==> config.mk <==
export PLATFORM = sky130hd
export DESIGN_NAME = float_vector_dsp_unit
export DESIGN_NICKNAME = d
export VERILOG_FILES = /design/src/rtl/fvdu_pkg.sv /design/src/rtl/fvdu_front.sv /design/src/rtl/fvdu_queue.sv /design/src/rtl/fvdu_back.sv /design/src/rtl/float_vector_dsp_unit.sv
export SDC_FILE = /design/constraint.sdc
export NUM_CORES = 2
export LEC_CHECK = 0
export BUFFER_PORTS_ARGS = -buffer_cell sky130_fd_sc_hd__clkbuf_2
export CORE_UTILIZATION = 55
export DETAILED_ROUTE_END_ITERATION = 16
export PLACE_DENSITY = 0.71
export SLEW_MARGIN = 30
export SYNTH_ARGS = -nofsm -noshare
export SYNTH_HDL_FRONTEND = slang
export SYNTH_HIERARCHICAL = 1
export SYNTH_SLANG_ARGS = --single-unit
==> constraint.sdc <==
create_clock -name clk -period 29 [get_ports clk]
set_input_delay 2.9 -clock clk [delete_from_list [all_inputs] [get_ports clk]]
set_output_delay 2.9 -clock clk [all_outputs]
set_load 0.005 [all_outputs]
==> src/rtl/fvdu_pkg.sv <==
// Shared types, constants and single-precision arithmetic functions for the
// float vector DSP unit. No dependencies; every other rtl file imports this package.
`timescale 1ns / 1ps

package fvdu_pkg;

  localparam int LANES       = 4;
  localparam int LANE_W      = $clog2(LANES);
  localparam int QUEUE_DEPTH = 4;
  localparam int QPTR_W      = $clog2(QUEUE_DEPTH);
  localparam int LEN_W       = 16;

  localparam logic [31:0] FP_QNAN = 32'h7FC0_0000;
  localparam logic [31:0] FP_ZERO = 32'h0000_0000;

  typedef enum logic [2:0] {
    OP_MUL        = 3'd0,
    OP_MUL_SCALAR = 3'd1,
    OP_MAC_SCALAR = 3'd2,
    OP_MUL_ADD    = 3'd3,
    OP_DOT        = 3'd4,
    OP_BUTTERFLY  = 3'd5
  } op_t;

  typedef enum logic [0:0] {
    CFG_SCALAR_FACTOR = 1'b0,
    CFG_VECTOR_LENGTH = 1'b1
  } cfg_reg_t;

  typedef struct packed {
    logic [2:0]  cmd;
    logic [31:0] operand_a;
    logic [31:0] operand_b;
    logic [31:0] addend;
  } in_item_t;

  typedef struct packed {
    logic [31:0] first_result;
    logic [31:0] second_result;
    logic        is_dot_total;
  } out_item_t;

  // Where a dot product element falls within its vector.
  typedef struct packed {
    logic              last_full;
    logic              in_tail;
    logic              is_last;
    logic [LANE_W-1:0] lane;
  } dot_tag_t;

  // Classified work item; b already holds the scalar for scalar commands.
  typedef struct packed {
    op_t         op;
    logic [31:0] a;
    logic [31:0] b;
    logic [31:0] c;
    dot_tag_t    tag;
  } work_t;

  // Single-precision multiply, round to nearest even, canonical NaN.
  function automatic logic [31:0] fp_mul(input logic [31:0] x, input logic [31:0] y);
    logic               sr;
    logic [7:0]         ex, ey, exe, eye, expf;
    logic               xnan, ynan, xinf, yinf, xzero, yzero;
    logic [23:0]        mx, my, m;
    logic [47:0]        p, pn, pd;
    logic [5:0]         lz;
    logic signed [10:0] er;
    logic [7:0]         sh;
    logic               st, g, s, up;
    logic [31:0]        r;
    sr    = x[31] ^ y[31];
    ex    = x[30:23];
    ey    = y[30:23];
    xnan  = (ex == 8'hFF) && (x[22:0] != 23'd0);
    ynan  = (ey == 8'hFF) && (y[22:0] != 23'd0);
    xinf  = (ex == 8'hFF) && (x[22:0] == 23'd0);
    yinf  = (ey == 8'hFF) && (y[22:0] == 23'd0);
    xzero = (ex == 8'h00) && (x[22:0] == 23'd0);
    yzero = (ey == 8'h00) && (y[22:0] == 23'd0);
    exe   = (ex == 8'h00) ? 8'd1 : ex;
    eye   = (ey == 8'h00) ? 8'd1 : ey;
    mx    = {ex != 8'h00, x[22:0]};
    my    = {ey != 8'h00, y[22:0]};
    p     = mx * my;
    lz    = 6'd0;
    for (int i = 0; i < 48; i++) begin
      if (p[i]) lz = 6'(47 - i);
    end
    pn = p << lz;
    er = $signed({3'b000, exe}) + $signed({3'b000, eye}) - 11'sd126
         - $signed({5'b00000, lz});
    if (er <= 11'sd0) begin
      sh   = 8'(11'sd1 - er);
      pd   = pn >> sh;
      st   = |(pn & ~(48'hFFFF_FFFF_FFFF << sh));
      expf = 8'd0;
    end else begin
      pd   = pn;
      st   = 1'b0;
      expf = er[7:0];
    end
    m  = pd[47:24];
    g  = pd[23];
    s  = (|pd[22:0]) | st;
    up = g & (s | m[0]);
    r  = {sr, expf, m[22:0]} + {31'd0, up};
    if (xnan || ynan) begin
      r = FP_QNAN;
    end else if (xinf || yinf) begin
      r = (xzero || yzero) ? FP_QNAN : {sr, 8'hFF, 23'd0};
    end else if (xzero || yzero) begin
      r = {sr, 31'd0};
    end else if (er >= 11'sd255) begin
      r = {sr, 8'hFF, 23'd0};
    end
    return r;
  endfunction

  // Single-precision add, round to nearest even, canonical NaN.
  function automatic logic [31:0] fp_add(input logic [31:0] x, input logic [31:0] y);
    logic        xnan, ynan, xinf, yinf, swap, sb, up, g, s, st;
    logic [7:0]  ex, ey, e1, e2, d, expf, sh;
    logic [23:0] m1, m2, m;
    logic [26:0] ax, bx, al, r27;
    logic [27:0] sum;
    logic [4:0]  lz;
    logic [8:0]  ee;
    logic [31:0] r;
    ex   = x[30:23];
    ey   = y[30:23];
    xnan = (ex == 8'hFF) && (x[22:0] != 23'd0);
    ynan = (ey == 8'hFF) && (y[22:0] != 23'd0);
    xinf = (ex == 8'hFF) && (x[22:0] == 23'd0);
    yinf = (ey == 8'hFF) && (y[22:0] == 23'd0);
    swap = y[30:0] > x[30:0];
    sb   = swap ? y[31] : x[31];
    e1   = swap ? ey : ex;
    e2   = swap ? ex : ey;
    m1   = swap ? {ey != 8'h00, y[22:0]} : {ex != 8'h00, x[22:0]};
    m2   = swap ? {ex != 8'h00, x[22:0]} : {ey != 8'h00, y[22:0]};
    if (e1 == 8'h00) e1 = 8'd1;
    if (e2 == 8'h00) e2 = 8'd1;
    d  = e1 - e2;
    ax = {m1, 3'b000};
    bx = {m2, 3'b000};
    al = bx >> d;
    st = |(bx & ~(27'h7FF_FFFF << d));
    al[0] = al[0] | st;
    if (x[31] == y[31]) sum = {1'b0, ax} + {1'b0, al};
    else                sum = {1'b0, ax} - {1'b0, al};
    lz = 5'd0;
    for (int i = 0; i < 27; i++) begin
      if (sum[i]) lz = 5'(26 - i);
    end
    if (sum[27]) begin
      r27 = sum[27:1] | {26'd0, sum[0]};
      ee  = {1'b0, e1} + 9'd1;
    end else begin
      sh  = ({3'b000, lz} < (e1 - 8'd1)) ? {3'b000, lz} : (e1 - 8'd1);
      r27 = sum[26:0] << sh;
      ee  = {1'b0, e1} - {1'b0, sh};
    end
    expf = r27[26] ? ee[7:0] : 8'd0;
    m    = r27[26:3];
    g    = r27[2];
    s    = |r27[1:0];
    up   = g & (s | m[0]);
    r    = {sb, expf, m[22:0]} + {31'd0, up};
    if (xnan || ynan) begin
      r = FP_QNAN;
    end else if (xinf && yinf) begin
      r = (x[31] != y[31]) ? FP_QNAN : x;
    end else if (xinf) begin
      r = x;
    end else if (yinf) begin
      r = y;
    end else if (sum == 28'd0) begin
      r = {x[31] & y[31], 31'd0};
    end else if (ee >= 9'd255) begin
      r = {sb, 8'hFF, 23'd0};
    end
    return r;
  endfunction

  function automatic logic [31:0] fp_sub(input logic [31:0] x, input logic [31:0] y);
    return fp_add(x, {~y[31], y[30:0]});
  endfunction

endpackage

==> src/rtl/fvdu_front.sv <==
// Front end: accepts input beats, holds the configuration registers and tags
// dot product elements by position. Depends on fvdu_pkg.
`timescale 1ns / 1ps

module fvdu_front
  import fvdu_pkg::*;
(
  input  logic        clk,
  input  logic        rst,
  input  logic        in_valid,
  output logic        in_ready,
  input  in_item_t    in_data,
  input  logic        cfg_we,
  input  logic [0:0]  cfg_index,
  input  logic [31:0] cfg_data,
  input  logic        q_full,
  output logic        push,
  output work_t       push_data,
  output logic        dot_clear
);

  logic [31:0]      scalar_factor;
  logic [LEN_W-1:0] vector_length;
  logic [LEN_W-1:0] element_position;
  logic [LEN_W-1:0] len_eff, full_len;
  logic             accept, is_dot;
  op_t              op;

  assign in_ready = !q_full;
  assign accept   = in_valid && in_ready;
  assign op       = op_t'(in_data.cmd);
  assign is_dot   = (op == OP_DOT);
  assign push     = accept && (in_data.cmd <= OP_BUTTERFLY);

  assign dot_clear = cfg_we && (cfg_index == CFG_VECTOR_LENGTH);

  assign len_eff  = (vector_length == '0) ? LEN_W'(1) : vector_length;
  assign full_len = {len_eff[LEN_W-1:LANE_W], {LANE_W{1'b0}}};

  always_comb begin
    push_data.op = op;
    push_data.a  = in_data.operand_a;
    push_data.b  = (op == OP_MUL_SCALAR || op == OP_MAC_SCALAR) ? scalar_factor
                                                                : in_data.operand_b;
    push_data.c  = in_data.addend;
    push_data.tag.lane      = element_position[LANE_W-1:0];
    push_data.tag.in_tail   = (element_position >= full_len);
    push_data.tag.last_full = (full_len != '0) && (element_position == full_len - LEN_W'(1));
    push_data.tag.is_last   = (element_position == len_eff - LEN_W'(1));
  end

  always_ff @(posedge clk) begin
    if (rst) begin
      scalar_factor    <= '0;
      vector_length    <= LEN_W'(1);
      element_position <= '0;
    end else begin
      if (cfg_we && cfg_index == CFG_SCALAR_FACTOR) scalar_factor <= cfg_data;
      if (dot_clear) begin
        vector_length    <= cfg_data[LEN_W-1:0];
        element_position <= '0;
      end else if (accept && is_dot) begin
        element_position <= push_data.tag.is_last ? '0 : element_position + LEN_W'(1);
      end
    end
  end

endmodule

==> src/rtl/fvdu_queue.sv <==
// Short first-in first-out queue of classified work items between the
// front and back ends. Depends on fvdu_pkg.
`timescale 1ns / 1ps

module fvdu_queue
  import fvdu_pkg::*;
(
  input  logic  clk,
  input  logic  rst,
  input  logic  push,
  input  work_t push_data,
  output logic  full,
  input  logic  pop,
  output logic  valid,
  output work_t data
);

  work_t             mem [QUEUE_DEPTH];
  logic [QPTR_W-1:0] wr_ptr, rd_ptr;
  logic [QPTR_W:0]   count;

  assign full  = (count == (QPTR_W + 1)'(QUEUE_DEPTH));
  assign valid = (count != '0);
  assign data  = mem[rd_ptr];

  always_ff @(posedge clk) begin
    if (push) mem[wr_ptr] <= push_data;
  end

  always_ff @(posedge clk) begin
    if (rst) begin
      wr_ptr <= '0;
      rd_ptr <= '0;
      count  <= '0;
    end else begin
      if (push) wr_ptr <= wr_ptr + QPTR_W'(1);
      if (pop)  rd_ptr <= rd_ptr + QPTR_W'(1);
      case ({push, pop})
        2'b10:   count <= count + (QPTR_W + 1)'(1);
        2'b01:   count <= count - (QPTR_W + 1)'(1);
        default: count <= count;
      endcase
    end
  end

endmodule

==> src/rtl/fvdu_back.sv <==
// Back end: multiply stage, add stage with the dot product lane sums and
// combine sequencer, and the output register. Depends on fvdu_pkg.
`timescale 1ns / 1ps

module fvdu_back
  import fvdu_pkg::*;
(
  input  logic      clk,
  input  logic      rst,
  input  logic      dot_clear,
  input  logic      q_valid,
  input  work_t     q_data,
  output logic      q_pop,
  output logic      out_valid,
  input  logic      out_ready,
  output out_item_t out_data
);

  typedef enum logic [3:0] {
    ST_RUN   = 4'b0001,
    ST_SUM01 = 4'b0010,
    ST_SUM2  = 4'b0100,
    ST_SUM3  = 4'b1000
  } comb_state_t;

  comb_state_t state, state_next;
  logic        s1_valid, s2_valid;
  work_t       s1_item, s2_item;
  logic [31:0] s1_prod, s2_prod;
  logic [31:0] lanes [LANES];
  logic [31:0] tail_sum;
  logic [31:0] add_x, add_y, sum, diff;
  logic        is_dot, need_out, fire, s2_leave, s2_load, out_free;
  out_item_t   result;

  assign is_dot   = (s2_item.op == OP_DOT);
  assign out_free = !out_valid || out_ready;

  always_comb begin
    add_x      = s2_prod;
    add_y      = s2_item.c;
    need_out   = 1'b1;
    state_next = state;
    case (state)
      ST_RUN: begin
        if (s2_item.op == OP_BUTTERFLY) begin
          add_x = s2_item.a;
          add_y = s2_item.b;
        end else if (is_dot && s2_item.tag.in_tail) begin
          add_x    = tail_sum;
          add_y    = s2_prod;
          need_out = s2_item.tag.is_last;
        end else if (is_dot) begin
          add_x    = lanes[s2_item.tag.lane];
          add_y    = s2_prod;
          need_out = 1'b0;
          if (s2_item.tag.last_full) state_next = ST_SUM01;
        end
      end
      ST_SUM01: begin
        add_x      = lanes[0];
        add_y      = lanes[1];
        need_out   = 1'b0;
        state_next = ST_SUM2;
      end
      ST_SUM2: begin
        add_x      = tail_sum;
        add_y      = lanes[2];
        need_out   = 1'b0;
        state_next = ST_SUM3;
      end
      ST_SUM3: begin
        add_x      = tail_sum;
        add_y      = lanes[LANES-1];
        need_out   = s2_item.tag.is_last;
        state_next = ST_RUN;
      end
      default: begin
        state_next = ST_RUN;
      end
    endcase
  end

  assign sum  = fp_add(add_x, add_y);
  assign diff = fp_sub(s2_item.a, s2_item.b);

  assign fire     = s2_valid && (!need_out || out_free);
  assign s2_leave = fire && (state == ST_SUM3 ||
                    (state == ST_RUN && state_next == ST_RUN));
  assign s2_load  = s1_valid && (!s2_valid || s2_leave);
  assign q_pop    = q_valid && (!s1_valid || s2_load);

  always_comb begin
    result.first_result  = sum;
    result.second_result = FP_ZERO;
    result.is_dot_total  = 1'b0;
    case (s2_item.op)
      OP_MUL, OP_MUL_SCALAR: result.first_result = s2_prod;
      OP_BUTTERFLY:          result.second_result = diff;
      OP_DOT:                result.is_dot_total = 1'b1;
      default:               result.first_result = sum;
    endcase
  end

  always_ff @(posedge clk) begin
    if (q_pop) begin
      s1_item <= q_data;
      s1_prod <= fp_mul(q_data.a, q_data.b);
    end
    if (s2_load) begin
      s2_item <= s1_item;
      s2_prod <= s1_prod;
    end
    if (fire && need_out) out_data <= result;
  end

  always_ff @(posedge clk) begin
    if (rst) begin
      s1_valid  <= 1'b0;
      s2_valid  <= 1'b0;
      out_valid <= 1'b0;
      state     <= ST_RUN;
    end else begin
      if (q_pop)         s1_valid <= 1'b1;
      else if (s2_load)  s1_valid <= 1'b0;
      if (s2_load)       s2_valid <= 1'b1;
      else if (s2_leave) s2_valid <= 1'b0;
      if (fire && need_out) out_valid <= 1'b1;
      else if (out_ready)   out_valid <= 1'b0;
      if (fire) state <= state_next;
    end
  end

  // Dot product accumulators.
  always_ff @(posedge clk) begin
    if (rst || dot_clear) begin
      for (int i = 0; i < LANES; i++) lanes[i] <= FP_ZERO;
      tail_sum <= FP_ZERO;
    end else if (fire && is_dot) begin
      case (state)
        ST_RUN: begin
          if (s2_item.tag.in_tail) tail_sum <= s2_item.tag.is_last ? FP_ZERO : sum;
          else                     lanes[s2_item.tag.lane] <= sum;
        end
        ST_SUM01, ST_SUM2: tail_sum <= sum;
        ST_SUM3: begin
          for (int i = 0; i < LANES; i++) lanes[i] <= FP_ZERO;
          tail_sum <= s2_item.tag.is_last ? FP_ZERO : sum;
        end
        default: tail_sum <= tail_sum;
      endcase
    end
  end

endmodule

==> src/rtl/float_vector_dsp_unit.sv <==
// Top level of the single-precision vector multiply-accumulate unit.
// Depends on fvdu_pkg, fvdu_front, fvdu_queue and fvdu_back.
`timescale 1ns / 1ps
//
// Usage: one element enters per input beat (in_valid/in_ready, payload
// in_data) under a command: multiply, multiply by scalar, scalar
// multiply-accumulate, multiply-add, dot product element, or butterfly.
// Each result leaves as one output beat (out_valid/out_ready, out_data).
// Dot product elements give no beat except the last one of a vector,
// which carries the total with is_dot_total set. Commands 6 and 7 are
// accepted and dropped.
// The configuration port writes scalar_factor (index 0) or vector_length
// (index 1) whenever cfg_we is high; writing vector_length also restarts
// the dot product. Write it only while the unit is idle.
// A beat is registered in the queue, multiply stage, add stage and output
// register. Throughput is one beat per cycle while out_ready is high; the
// element completing the last full group of four in a dot product holds
// the add stage while the four lane sums are folded with the single adder.
// The front accepts while the four-entry queue has room, so a stalled
// receiver backs the queue up and in_ready falls only once it is full.
// Reset (rst, synchronous) empties the pipeline, sets scalar_factor to
// zero, vector_length to one and clears all dot product sums.

module float_vector_dsp_unit
  import fvdu_pkg::*;
(
  input  logic        clk,
  input  logic        rst,
  input  logic        in_valid,
  output logic        in_ready,
  input  in_item_t    in_data,
  output logic        out_valid,
  input  logic        out_ready,
  output out_item_t   out_data,
  input  logic        cfg_we,
  input  logic [0:0]  cfg_index,
  input  logic [31:0] cfg_data
);

  logic  push, q_full, q_valid, q_pop, dot_clear;
  work_t push_data, q_data;

  // Front end classifies beats and tags dot product positions.
  fvdu_front u_front (
    .clk       (clk),
    .rst       (rst),
    .in_valid  (in_valid),
    .in_ready  (in_ready),
    .in_data   (in_data),
    .cfg_we    (cfg_we),
    .cfg_index (cfg_index),
    .cfg_data  (cfg_data),
    .q_full    (q_full),
    .push      (push),
    .push_data (push_data),
    .dot_clear (dot_clear)
  );

  // The queue lets the front keep accepting while the back end stalls.
  fvdu_queue u_queue (
    .clk       (clk),
    .rst       (rst),
    .push      (push),
    .push_data (push_data),
    .full      (q_full),
    .pop       (q_pop),
    .valid     (q_valid),
    .data      (q_data)
  );

  // Back end does the multiply, the add and the dot product accumulation.
  fvdu_back u_back (
    .clk       (clk),
    .rst       (rst),
    .dot_clear (dot_clear),
    .q_valid   (q_valid),
    .q_data    (q_data),
    .q_pop     (q_pop),
    .out_valid (out_valid),
    .out_ready (out_ready),
    .out_data  (out_data)
  );

endmodule

==> key figures <==
Synthesis
  • Register area share after synthesis: 0.302
  • Synth top cells by count: nand2_1, edfxtp_1, nor2_1
  • Synth unique cells: 123
  • Ys Warns: 6
  • Post-synth EDFFs: 881
  • Area leader, netlist: edfxtp_1
  • Top cells by area, synth: edfxtp_1, fa_1, ha_1
  • Cell count after synthesis: 10500
  • Syn Nets: 11555
  • Yosys top cell area share: 0.278
  • Most common cell in the netlist: nand2_1
  • Avg Inst Size Synth: 9.07 sq um
  • Synthesized flop and latch total: 995
  • Post-synth top flop: edfxtp_1
  • Synthesized area: 0.0952 sq mm
  • Fraction of registers with async set/reset: 0

Die
  • Number of cell rows: 152
  • Chip Height: 418 um
  • I/O pins: 204
  • Core region area: 0.172 sq mm
  • Initial Util: 0.555
  • Horiz. Die Dim: 418 um
  • Die Area: 0.175 sq mm

Detailed routing
  • Final WL: 386 mm
  • Initial drt markers: 12581
  • Post-DRT Antenna Nets: 0
  • Drt wl/cell: 30.5 um
  • Vias: 88722
  • Drt drc: 0
  • Post-DR vias/cell: 7.00
  • DRT Pass-1 Iters: 12

Worst setup path
  • Worst path depth: 76
  • Buffers and inverters on the worst path: 7
  • Critical Path Fanout Max: 69
  • Worst Reg-to-Reg Cells: 76
  • CP peak stage delay: 870 ps
  • CP Launch Type: register
  • Worst setup path endpoint: u_back/out_data[45]
  • CP most frequent cell: a21oi_1
  • Crit-path slowest cell: or4b_1
  • Origin of the worst setup path: u_back/state[3]
  • R2r startpoint: u_back/state[3]
  • Critical Path End Type: register
  • Cell family with most CP delay: compound AO/OA/AOI/OAI gates
  • Worst R2R Setup Slack: 7910 ps
  • Capturing point of the worst reg2reg path: u_back/out_data[45]
  • CP required: 29560 ps
  • Crit path kind: register to register
  • WP data arrival: 21650 ps

Timing
  • Final min period: 21090 ps
  • Count of pins over their slew limit: 0
  • Final-report setup violation count: 0
  • Final hold vios: 0
  • Slew Limit Headroom: 0.246
  • Post-route setup slack: 7910 ps
  • Fmax: 47.4 MHz
  • Hold_ws: 383 ps
  • Setup TNS Final: 0 ps
  • Worst-Margin Slew: 1120 ps
  • Final worst-path cycle share: 0.727
  • RSZ-0062 raised after global routing: false
  • Clock Skew: 66.7 ps

Clocking
  • CTS tree: yes
  • Clock Latency Late Sink: 780 ps
  • Reg clk slew, reported paths: 60 ps
  • Count of cells resized by post-cts repair: 0
  • Clk buf depth: 3
  • Clk root buf: clkbuf_16
  • Hold Buf Count CTS: 0
  • Num CTS Buffers: 103
  • Setup bufs post-CTS: 0
  • Sink Count: 995
  • H-tree lvl count: 3

Placed design
  • Setup WS pre-CTS: 8570 ps
  • Port Buf Inserts: 203
  • Final HPWL DP: 288 mm
  • Placed Area: 0.0977 sq mm
  • Placer Congestion: 1.09

GRT
  • Total global-route track usage: 0.432
  • Most crowded layer after global routing: met2
  • Grt met2 use: 0.680
  • Global-route wire length before repair: 565 mm
  • Vias in the first global route: 85478
  • Total gr overflow: 0
  • Initial antenna violation count: 19
  • Largest net degree at the start of global routing: 89
  • GR Layer Usage met3: 0.0970
  • Met1 Use GR: 0.534

Flow run
  • Maxcap violations: 0

Min path
  • Min-Delay Path Class: register to register

Cells and area
  • Area grow syn2layout: 6.48%
  • Fill count: 14738
  • Layout cell share with drive strength beyond 1: 0.103
  • Final Instance Area: 0.101 sq mm
  • Fin nets: 11314

Outcome
  • Outcome: completed
==> how the worst min path moves through the flow <==
stage | start | endpoint | cells past startpoint
after floorplan | u_back/s1_item[100] | u_back/s2_item[100] | 0
after global placement | u_back/s1_item[69] | u_back/s2_item[69] | 0
after detailed placement | u_back/s1_item[20] | u_back/s2_item[20] | 0
after CTS | u_back/s1_prod[31] | u_back/s2_prod[31] | 0
after global routing | u_back/s1_prod[31] | u_back/s2_prod[31] | 0
final | u_back/s1_prod[31] | u_back/s2_prod[31] | 0
==> cells by family (layout without fill, tap and decap cells) <==
group | count (synthesis) | count (layout) | synth area share
compound gates | 2720 | 2720 | 0.196
xor+xnor | 254 | 254 | 0.0237
fa+ha+maj | 918 | 918 | 0.159
buf+inv | 1526 | 1376 | 0.0655
flops | 995 | 995 | 0.302
mux | 510 | 510 | 0.0735
other cells | 0 | 15 | 0
simple gates | 3577 | 3577 | 0.181
==> metal layers <==
| metal | up-vias | share of wire |
|---|---|---|
| li1 | 37944 | - |
| met1 | 43255 | 0.36 |
| met2 | 6043 | 0.45 |
| met3 | 1464 | 0.11 |
| met4 | 16 | 0.080 |
| met5 | - | 0.00027 |
==> cell usage in the layout, fill, tap and decap left out, types with 202 or more instances in the layout <==
cell / instances
a21oi_1: 625
and2_1: 269
clkbuf_2: 202
edfxtp_1: 881
fa_1: 491
ha_1: 426
inv_1: 769
mux2i_1: 217
nand2_1: 1240
nand3_1: 244
nor2_1: 802
nor3_1: 251
o21ai_0: 459
==> state kept, by name, summed over array words and instances, names as in the netlist, 32 cells and up, named ones only <==
| register | flops |
|---|---|
| u_back/out_data | 65 |
| u_front/scalar_factor | 32 |
| u_back/s1_prod | 32 |
| u_back/lanes | 128 |
| u_back/s2_prod | 32 |
| u_back/s2_item | 104 |
| u_back/s1_item | 104 |
| u_queue/mem | 416 |
| u_back/tail_sum | 32 |
==> stage by stage <==
step           cells   util
6_report       12675  0.591
5_1_grt        12668  0.590
4_1_cts        12655  0.589
3_5_place_dp   12459  0.569
3_3_place_gp   12457  0.568
2_1_floorplan  10500      -
==> area by class of cell <==
| type | instances | area [sq um] | area share |
|---|---|---|---|
| Multi-Input combinational cell | 7979 | 60700 | 0.599 |
| Sequential cell | 995 | 28700 | 0.283 |
| Inverter | 779 | 2930 | 0.0289 |
| Tap cell | 2310 | 2890 | 0.0285 |
| Clock buffer | 125 | 2750 | 0.0271 |
| Timing Repair Buffer | 401 | 2560 | 0.0252 |
| Clock inverter | 71 | 802 | 0.00791 |
| Antenna cell | 15 | 37.5 | 0.000370 |
Power is not shown: default switching activity piles up to over one toggle a cycle in this logic, so the estimate is an artifact.
